File: src/design/b32d_pkg.sv
package b32d_pkg;

  localparam logic [7:0] PAD_CHAR   = 8'h3D;
  localparam logic [7:0] FIRST_CHAR = 8'h32;
  localparam int         MAP_SIZE   = 41;
  localparam logic [7:0] NO_DIGIT   = 8'hFF;
  localparam logic [3:0] MAX_PADS   = 4'd7;

  // Digit values for the characters '2' through 'Z'.
  localparam logic [7:0] DIGIT_MAP [MAP_SIZE] = '{
    8'd26, 8'd27, 8'd28, 8'd29, 8'd30, 8'd31, NO_DIGIT, NO_DIGIT,
    NO_DIGIT, NO_DIGIT, NO_DIGIT, NO_DIGIT, NO_DIGIT, NO_DIGIT, NO_DIGIT,
    8'd0, 8'd1, 8'd2, 8'd3, 8'd4, 8'd5, 8'd6, 8'd7, 8'd8, 8'd9, 8'd10,
    8'd11, 8'd12, 8'd13, 8'd14, 8'd15, 8'd16, 8'd17, 8'd18, 8'd19, 8'd20,
    8'd21, 8'd22, 8'd23, 8'd24, 8'd25
  };

  function automatic logic [7:0] to_digit(input logic [7:0] c);
    logic [7:0] offs;
    offs = c - FIRST_CHAR;
    if (c >= FIRST_CHAR && offs < 8'(MAP_SIZE)) begin
      return DIGIT_MAP[offs[5:0]];
    end
    return NO_DIGIT;
  endfunction

endpackage

File: src/design/base32_stream_decoder.sv
// Channel   Direction  Handshake             Payload
// in_       input      in_valid / in_stall   in_character, in_last
// out_      output     out_valid / out_stall out_data_byte, out_has_byte,
//                                            out_end_of_string, out_error
// cfg_      input      cfg_valid / cfg_ready cfg_require_padding
//
// One character is taken per cycle; its result, if any, appears in the output
// register on the next cycle. The single output register sets the rate: a new
// character is taken whenever that register is empty or is drained in the same
// cycle. Reset (rst_n low, synchronous) clears the string state, the mode bit
// and the output valid bit. A stalled output holds its transfer and stalls input.
module base32_stream_decoder (
  input  logic       clk,
  input  logic       rst_n,
  input  logic       in_valid,
  output logic       in_stall,
  input  logic [7:0] in_character,
  input  logic       in_last,
  output logic       out_valid,
  input  logic       out_stall,
  output logic [7:0] out_data_byte,
  output logic       out_has_byte,
  output logic       out_end_of_string,
  output logic       out_error,
  input  logic       cfg_valid,
  output logic       cfg_ready,
  input  logic       cfg_require_padding
);
  import b32d_pkg::*;

  logic       require_padding_r;
  logic [7:0] partial_r, partial_nxt;
  logic [2:0] data_pos_r, data_pos_nxt;
  logic [2:0] total_pos_r, total_pos_nxt;
  logic [3:0] pad_count_r, pad_count_nxt;
  logic       in_padding_r, in_padding_nxt;
  logic       error_seen_r, error_seen_nxt;

  logic       out_valid_r, out_valid_nxt;
  logic [7:0] out_data_byte_r, out_data_byte_nxt;
  logic       out_has_byte_r, out_has_byte_nxt;
  logic       out_eos_r, out_eos_nxt;
  logic       out_error_r, out_error_nxt;

  logic        accept;
  logic        out_free;
  logic [7:0]  digit;
  logic [2:0]  held;
  logic [3:0]  n_full;
  logic [2:0]  n_left;
  logic [12:0] acc;
  logic [7:0]  mask;
  logic [7:0]  byte_val;
  logic        byte_ready;
  logic        str_err;
  logic        produce;

  assign out_free = !out_valid_r || !out_stall;
  assign in_stall = !out_free;
  assign accept   = in_valid && out_free;
  assign cfg_ready = 1'b1;

  always_comb begin
    digit         = to_digit(in_character);
    total_pos_nxt = total_pos_r + 3'd1;
    partial_nxt   = partial_r;
    data_pos_nxt  = data_pos_r;
    pad_count_nxt = pad_count_r;
    in_padding_nxt = in_padding_r;
    error_seen_nxt = error_seen_r;
    byte_ready    = 1'b0;
    byte_val      = 8'd0;

    // Bits already held before this digit: 5 * position, mod 8.
    held   = data_pos_r + {data_pos_r[0], 2'b00};
    n_full = {1'b0, held} + 4'd5;
    acc    = {partial_r, digit[4:0]};
    n_left = n_full[3] ? 3'(n_full - 4'd8) : n_full[2:0];
    mask   = 8'((9'd1 << n_left) - 9'd1);

    if (!error_seen_r) begin
      if (in_padding_r) begin
        if (in_character == PAD_CHAR) begin
          pad_count_nxt = pad_count_r + 4'd1;
          if (pad_count_nxt > MAX_PADS) begin
            error_seen_nxt = 1'b1;
          end
        end else begin
          error_seen_nxt = 1'b1;
        end
      end else if (in_character == PAD_CHAR && require_padding_r) begin
        in_padding_nxt = 1'b1;
        pad_count_nxt  = 4'd1;
      end else if (digit == NO_DIGIT) begin
        error_seen_nxt = 1'b1;
      end else begin
        if (n_full[3]) begin
          byte_val   = 8'(acc >> n_left);
          byte_ready = 1'b1;
        end
        partial_nxt  = acc[7:0] & mask;
        data_pos_nxt = data_pos_r + 3'd1;
      end
    end

    str_err = error_seen_nxt || (require_padding_r && total_pos_nxt != 3'd0) ||
              (data_pos_nxt inside {3'd1, 3'd3, 3'd6}) || partial_nxt != 8'd0;

    produce           = in_last || byte_ready;
    out_has_byte_nxt  = byte_ready && !(in_last && str_err);
    out_data_byte_nxt = out_has_byte_nxt ? byte_val : 8'd0;
    out_eos_nxt       = in_last;
    out_error_nxt     = in_last && str_err;
    out_valid_nxt     = accept && produce;
  end

  always_ff @(posedge clk) begin
    if (!rst_n) begin
      require_padding_r <= 1'b0;
      partial_r    <= 8'd0;
      data_pos_r   <= 3'd0;
      total_pos_r  <= 3'd0;
      pad_count_r  <= 4'd0;
      in_padding_r <= 1'b0;
      error_seen_r <= 1'b0;
      out_valid_r  <= 1'b0;
    end else begin
      if (cfg_valid && cfg_ready) begin
        require_padding_r <= cfg_require_padding;
      end
      if (accept) begin
        if (in_last) begin
          partial_r    <= 8'd0;
          data_pos_r   <= 3'd0;
          total_pos_r  <= 3'd0;
          pad_count_r  <= 4'd0;
          in_padding_r <= 1'b0;
          error_seen_r <= 1'b0;
        end else begin
          partial_r    <= partial_nxt;
          data_pos_r   <= data_pos_nxt;
          total_pos_r  <= total_pos_nxt;
          pad_count_r  <= pad_count_nxt;
          in_padding_r <= in_padding_nxt;
          error_seen_r <= error_seen_nxt;
        end
      end
      if (out_free) begin
        out_valid_r <= out_valid_nxt;
      end
    end
  end

  // Payload needs no reset; it loads only when the output register is free.
  always_ff @(posedge clk) begin
    if (out_free && out_valid_nxt) begin
      out_data_byte_r <= out_data_byte_nxt;
      out_has_byte_r  <= out_has_byte_nxt;
      out_eos_r       <= out_eos_nxt;
      out_error_r     <= out_error_nxt;
    end
  end

  assign out_valid         = out_valid_r;
  assign out_data_byte     = out_data_byte_r;
  assign out_has_byte      = out_has_byte_r;
  assign out_end_of_string = out_eos_r;
  assign out_error         = out_error_r;

endmodule

File: config.mk
export PLATFORM = sky130hd
export DESIGN_NAME = base32_stream_decoder
export DESIGN_NICKNAME = d
export VERILOG_FILES = /design/src/design/b32d_pkg.sv /design/src/design/base32_stream_decoder.sv
export SDC_FILE = /design/constraint.sdc
export NUM_CORES = 1
export LEC_CHECK = 0
export BUFFER_PORTS_ARGS = -buffer_cell sky130_fd_sc_hd__buf_4
export CAP_MARGIN = 20
export CELL_PAD_IN_SITES_DETAIL_PLACEMENT = 0
export CELL_PAD_IN_SITES_GLOBAL_PLACEMENT = 1
export CORE_MARGIN = 2
export CORE_UTILIZATION = 45
export DETAILED_ROUTE_END_ITERATION = 8
export PLACE_DENSITY_LB_ADDON = 0.1
export SETUP_SLACK_MARGIN = 0.15
export SKIP_LAST_GASP = 1
export SLEW_MARGIN = 20
export SYNTH_ARGS = -nofsm -noshare
export SYNTH_HDL_FRONTEND = slang
export SYNTH_SLANG_ARGS = --single-unit
File: constraint.sdc
create_clock -name clk -period 5 [get_ports clk]
set_input_delay 0 -clock clk [delete_from_list [all_inputs] [get_ports clk]]
set_output_delay 0 -clock clk [all_outputs]
set_load 0.005 [all_outputs]
Yosys cells after proc, flatten, opt, wreduce, memory -nomap -nowiden. Memory sizes are Yosys's and may differ from the RTL's. Index checks and enable logic that the tools add are counted. Widths: inputs -> output; s select.

Register bits after elaboration: 33. Bits in read-only memories: 512. Input bits: 15. Logic and storage cells: 100. Memories kept: 1.

Add/sub/neg operators: 8. Order comparisons: 4. Equality and inequality tests: 7. Shifts and indexed selects: 2. Mux-type cells: 38. Bitwise operators: 4. Reductions and logical operators: 24.

Memory list: (name not given) (words 64, bits a word 8, rd ports 1, clocked after Yosys merged registers in 0, wr ports 0, RTL line b32d_pkg.sv:22) `return DIGIT_MAP[offs[5:0]];`.

Operators by type and width (count): $mux 8 (9); $mux 3 (7); $mux 4 (5); $mux 1 (17); $shr 13x3->8 (1); $reduce_bool 3->1 (3); $and 8x8->8 (1); $eq 8x6->1 const B (1); $eq 8x8->1 const B (1); $ge 8x6->1 const B (1); $logic_and 1x1->1 (8); $lt 8x6->1 const B (1); $reduce_bool 8->1 (1); $shl 1x3->8 const A (1); $sub 8x1->8 const B (1); $sub 8x6->8 const B (1); $ge 7x7->1 const B (1); $not 6->7 (1); $add 3x1->3 const B (2); $reduce_or 6->1 (1); $logic_or 1x1->1 (5); $add 3x3->4 const B (1); $add 4x1->4 const B (1); $gt 4x3->1 const B (1); other kinds (11) (15).

Depth between registers and ports, before layout.
Depth after elaboration: 21. Gate-level depth with buffers: 15.

Worst setup path before layout. No wires, ideal clock.

Path kind: register to register. Start point: register data_pos_r[0]. End point: register out_error_r (netlist: out_error), data pin. Setup time: 259 ps. Data arrival time: 3312 ps. Path slack: 1429 ps. Cell stages (with the launch flop): 15. Buffers on the path: 3. Clock period less this slack: 3571 ps. Cell sequence: dfxtp_1 > clkbuf_1 > xor3_1 > clkbuf_1 > nand2_1 > ha_1 > nor3b_1 > xnor2_1 > o21ai_0 > and2_1 > nor4_1 > nand3_1 > o311a_1 > buf_2 > or2_1.

Cells in the longest elaborated chain, start to end: 14. Elaborated cells on any way between the ends: 24. Those cells by class: add/sub (5); eq/ne (3); shift (1); mux (9); bitwise (1); reduce/logical (5).

Ends and longest elaborated chain: from (decl) (RTL line base32_stream_decoder.sv:33) `logic [2:0] data_pos_r, data_pos_nxt;`; from (signal assigned) (RTL line base32_stream_decoder.sv:141) `data_pos_r <= data_pos_nxt;`; $add 3x3->3 (RTL line base32_stream_decoder.sv:75) `held = data_pos_r + {data_pos_r[0], 2'b00};`; $add 3x3->4 (RTL line base32_stream_decoder.sv:76) `n_full = {1'b0, held} + 4'd5;`; $sub 3x1->3 (RTL line base32_stream_decoder.sv:78) `n_left = n_full[3] ? 3'(n_full - 4'd8) : n_full[2:0];`; $mux 3 (RTL line base32_stream_decoder.sv:78); $shl 1x3->8 (RTL line base32_stream_decoder.sv:79) `mask = 8'((9'd1 << n_left) - 9'd1);`; $sub 8x1->8 (RTL line base32_stream_decoder.sv:79); $and 8x8->8 (RTL line base32_stream_decoder.sv:101) `partial_nxt = acc[7:0] & mask;`; $mux 8 (RTL line base32_stream_decoder.sv:94) `end else if (digit == NO_DIGIT) begin`; $mux 8 (RTL line base32_stream_decoder.sv:91) `end else if (in_character == PAD_CHAR && require_padding_r) begin`; $mux 8 (RTL line base32_stream_decoder.sv:82) `if (in_padding_r) begin`; $mux 8 (RTL line base32_stream_decoder.sv:81) `if (!error_seen_r) begin`; $reduce_bool 8->1 (RTL line base32_stream_decoder.sv:107) `(data_pos_nxt inside {3'd1, 3'd3, 3'd6}) || partial_nxt != 8'd0;`; $logic_or 1x1->1 * (RTL line base32_stream_decoder.sv:107); $logic_and 1x1->1 * (RTL line base32_stream_decoder.sv:113) `out_error_nxt = in_last && str_err;`; via out_error_nxt (RTL line base32_stream_decoder.sv:43) `logic out_error_r, out_error_nxt;`; to (signal assigned) (RTL line base32_stream_decoder.sv:160) `out_error_r <= out_error_nxt;`; to (decl) (RTL line base32_stream_decoder.sv:43).

The timed path passes the listed nets; every way through them passes the cells marked *. A chain may end at the register's enable or synchronous reset.

Worst setup path in the final report.
Start point: register data_pos_r[1]. End point: register out_data_byte_r[5] (netlist: out_data_byte[5]), data pin.

Cells in the longest elaborated chain, start to end: 18. Elaborated cells on any way between the ends: 35. Those cells by class: add/sub (5); eq/ne (3); shift (2); mux (14); bitwise (3); reduce/logical (8).

Ends and longest elaborated chain: $add 3x3->3 (RTL line base32_stream_decoder.sv:75); $add 3x3->4 (RTL line base32_stream_decoder.sv:76); $sub 3x1->3 (RTL line base32_stream_decoder.sv:78); $mux 3 (RTL line base32_stream_decoder.sv:78); $shl 1x3->8 (RTL line base32_stream_decoder.sv:79); $sub 8x1->8 (RTL line base32_stream_decoder.sv:79); $and 8x8->8 (RTL line base32_stream_decoder.sv:101); $mux 8 (RTL line base32_stream_decoder.sv:94); [... 2 more ...]; $mux 8 (RTL line base32_stream_decoder.sv:81); $reduce_bool 8->1 (RTL line base32_stream_decoder.sv:107); $logic_or 1x1->1 (RTL line base32_stream_decoder.sv:107); $logic_and 1x1->1 (RTL line base32_stream_decoder.sv:110) `out_has_byte_nxt = byte_ready && !(in_last && str_err);`; $logic_not 1->1 (RTL line base32_stream_decoder.sv:110); $logic_and 1x1->1 (RTL line base32_stream_decoder.sv:110); $not 1->1 (no source line); $reduce_or 6->1 (no source line); to (signal assigned) (RTL line base32_stream_decoder.sv:157) `out_data_byte_r <= out_data_byte_nxt;`; to (decl) (RTL line base32_stream_decoder.sv:40) `logic [7:0] out_data_byte_r, out_data_byte_nxt;`.

Several ways; a longest one is shown, not always the timed one.

==> run metrics <==
CTS sink cnt 33; multi-input combinational cell area 2022 µm²; worst min path class input port to flop; Synth cell types 65; post-CTS setup buffers 0; Total GRT Usage 21.08%; Ant. Diodes 0; Sum Neg Setup Slack 0 ns; busiest grt layer met2; Worst path max stage delay 0.52 ns; ratio of cells with drive above 1 in the final layout 13.49%; RSZ-0062 raised after global routing no; crit-path cells ha_1, xor3_1, nand2_1, ha_1, nor3b_1, xnor2_1, o21ai_0, and2_1, nor4_1, nand3_1, o311a_1, nor4b_2; Hold Path Depth 3; remaining global-route overflow 0; register area share after synthesis 26.16%; Power per Cell Area 201.1 nW/µm²; number of synthesized register bits 33; final period utilization 78.32%; Slew Limit Fails 0; IO Pins 29; Most used DFF post-synth dfxtp_1; WP data required 5.11 ns; Flop pwr share 44.3%; CTS Buf Count 5; Slew headroom 42.61%; Async SR Flop Fraction 0%; initial antenna violation count 0; first-pass GRT wire length 12510 µm; Slew @ Worst Pin 0.8546 ns; Reg2Reg Depth 12; most used cell along the critical path ha_1; Final ANT Viol Nets 0; vias in the first global route 2526; kind of critical path flop to flop; clock share of power 30.8%; fin util 51.47%; CP endpoint kind flop; pin count of the biggest net entering global routing 24; commonest cells in the netlist nand2_1, o21ai_0, dfxtp_1, nor2b_1, a21oi_1; Die Ht 84.92 µm; crit path launch type flop; final setup vio count 0; Syn. warnings 0; Longest Clk Path Bufs 2; Worst EP arrival 4.02 ns; status completed; initial DRC count 169; DRC 0; met2 Use GR 35.08%; Final Power 657.1 µW; Pleak 1.165 nW; Top delay family on crit path simple AND/OR/NAND/NOR gates; CTS Root Cell clkbuf_8; drt via density 5.980; TritonRoute pass-1 iters 4; total wire length 7444 µm; combinational share of power 24.9%; Final GP Congestion 0.8452; WHS Endpoint out_valid$_SDFFE_PN0N_; Switching Share 32.02%; fill count 628; IO Port Bufs 27; Sequential Area 770.7 µm²; Die X 84.92 µm; reg-to-reg startpoint data_pos_r[1]$_SDFFE_PN0P_; CTS tree done; final instance count without filler cells 455; MaxCap Viol Count 0; Synth Area per Inst 8.185 µm²; number of synthesized flops with an enable pin 11; VDD IR max 125.8 µV; total number of vias 2721; Pint 446.7 µW; CP max-delay cell xor3_1; Final Hold Viols 0; maximum fanout along the worst path 17; met1 Resource Use GR 29.42%; f_max 0.2554 GHz; HP Start out_stall; Tmin final 3.916 ns; most frequent cell after synthesis nand2_1; reg2reg setup slack 1.08 ns; Post-Syn Instances 360; critical path startpoint data_pos_r[1]$_SDFFE_PN0P_; Yosys top cell by area dfxtp_1; DR WL/cell 16.36 µm; NetSw 210.4 µW; crit path buf inv count 0; Yosys top cell area share 14.95%; CTS clock-pin slew for the worst setup and hold paths 0.08 ns; area of the die 7211 µm²; Initial Util 46.40%; top cells by area, synth dfxtp_1, edfxtp_1, ha_1; synthesized cell area 2947 µm²; core area 6350 µm²; count of nets after finishing 408; post-synthesis net count 391; DP Wirelength 5302 µm; Area Overhead vs Synth 10.91%; Site Rows 29; H-tree depth 2; Clock Skew 0.007162 ns; dpl cells 444; met3 Resource Use GR 2.821%; clock latency at the later pin of the worst-skew pair 0.29 ns; FF-to-FF End out_data_byte[5]$_SDFFCE_PP0P_
-- worst register-to-register path: cells and delay by family (launching register included) --
kind                       cells  cell delay (ns)
adders and majority gates      2             0.61
AOI/OAI and AO/OA              2             0.60
and+or+nand+nor                6             1.40
xor gates and xnor gates       2             0.66
DFF                            1             0.45
-- worst max-delay path by stage --
stage               depth (start not counted)                        endpoint  slack (ns)
floorplan                                  14             out_error$_DFFE_PP_        1.43
global placement                           12             out_error$_DFFE_PP_        1.23
detailed placement                         12             out_error$_DFFE_PP_        1.13
CTS                                        12             out_error$_DFFE_PP_        1.12
global route                               12  out_data_byte[5]$_SDFFCE_PP0P_        0.78
finish                                     12  out_data_byte[5]$_SDFFCE_PP0P_        1.08
-- cell usage in the layout (no fill, tap or decap), types with 5 or more instances in the layout --
cell,instances
o211ai_1,5
nor2_1,17
nand4_1,5
nand2_1,28
a31oi_1,8
xor2_1,5
nor4_1,5
and3_1,5
nor3b_1,6
edfxtp_1,11
inv_1,12
a21oi_1,19
nor3_1,14
o21ai_0,25
nand3_1,10
dfxtp_1,22
mux2i_1,8
xnor2_1,8
buf_4,29
a22oi_1,6
nand2b_1,9
nor2b_1,22
clkbuf_8,5
a21boi_0,5
or3_1,6
ha_1,16
-- through the flow --
stage                     setup slack [ns]  hold slack, ns  area (µm²)
after detailed placement             1.135          0.2718        3152
final                                1.084         0.06317        3268
after CTS                            1.116         0.05431        3268
after floorplan                      1.429         0.09887        2947
after global routing                0.7815         0.05909        3268
after global placement               1.227          0.2522        3152
-- sequential cells by signal (all words and copies together), names as in the netlist --
name,count
data_pos_r,3
error_seen_r,1
in_padding_r,1
out_data_byte,8
out_end_of_string,1
out_error,1
out_has_byte,1
out_valid,1
pad_count_r,4
partial_r,8
require_padding_r,1
total_pos_r,3
-- final cells by class --
type	instances	area share [%]
tap	77	2.948
inverter	12	1.378
clock buffer	5	2.106
clock inverter	3	0.5360
multi-input combinational	293	61.87
timing repair buffer	32	7.580
sequential	33	23.58
-- cells by family after synthesis --
| group | Yosys count | share of synthesized area (%) |
|---|---|---|
| buf+inv | 34 | 5.223 |
| fa+ha+maj | 16 | 6.794 |
| simple gates | 145 | 28.28 |
| mux | 13 | 5.011 |
| flops | 33 | 26.16 |
| other cells | 1 | 0.1273 |
| xor+xnor | 14 | 4.671 |
| compound gates | 104 | 23.74 |
-- power by group through the flow --
stage | clock network, mW | logic, mW | registers (mW)
3_3_place_gp | 0 | 0.159 | 0.297
4_1_cts | 0.211 | 0.163 | 0.291
6_report | 0.202 | 0.164 | 0.291
3_5_place_dp | 0 | 0.160 | 0.297
5_1_grt | 0.220 | 0.180 | 0.292
2_1_floorplan | 0 | 0.117 | 0.296
-- routing by layer --
metal | part of all wire (%) | routed length, µm
met1 | 49 | 3669
met2 | 46 | 3451
met3 | 3.6 | 271
met4 | 0.69 | 51
met5 | 0 | 0
-- timing repair --
item / in CTS / in global routing
endpoints found under the hold margin: 2 / 0
resized for setup: 0 / 0
hold buffers: 3 / 0
No activity file was read; power rests on OpenSTA's default activity.
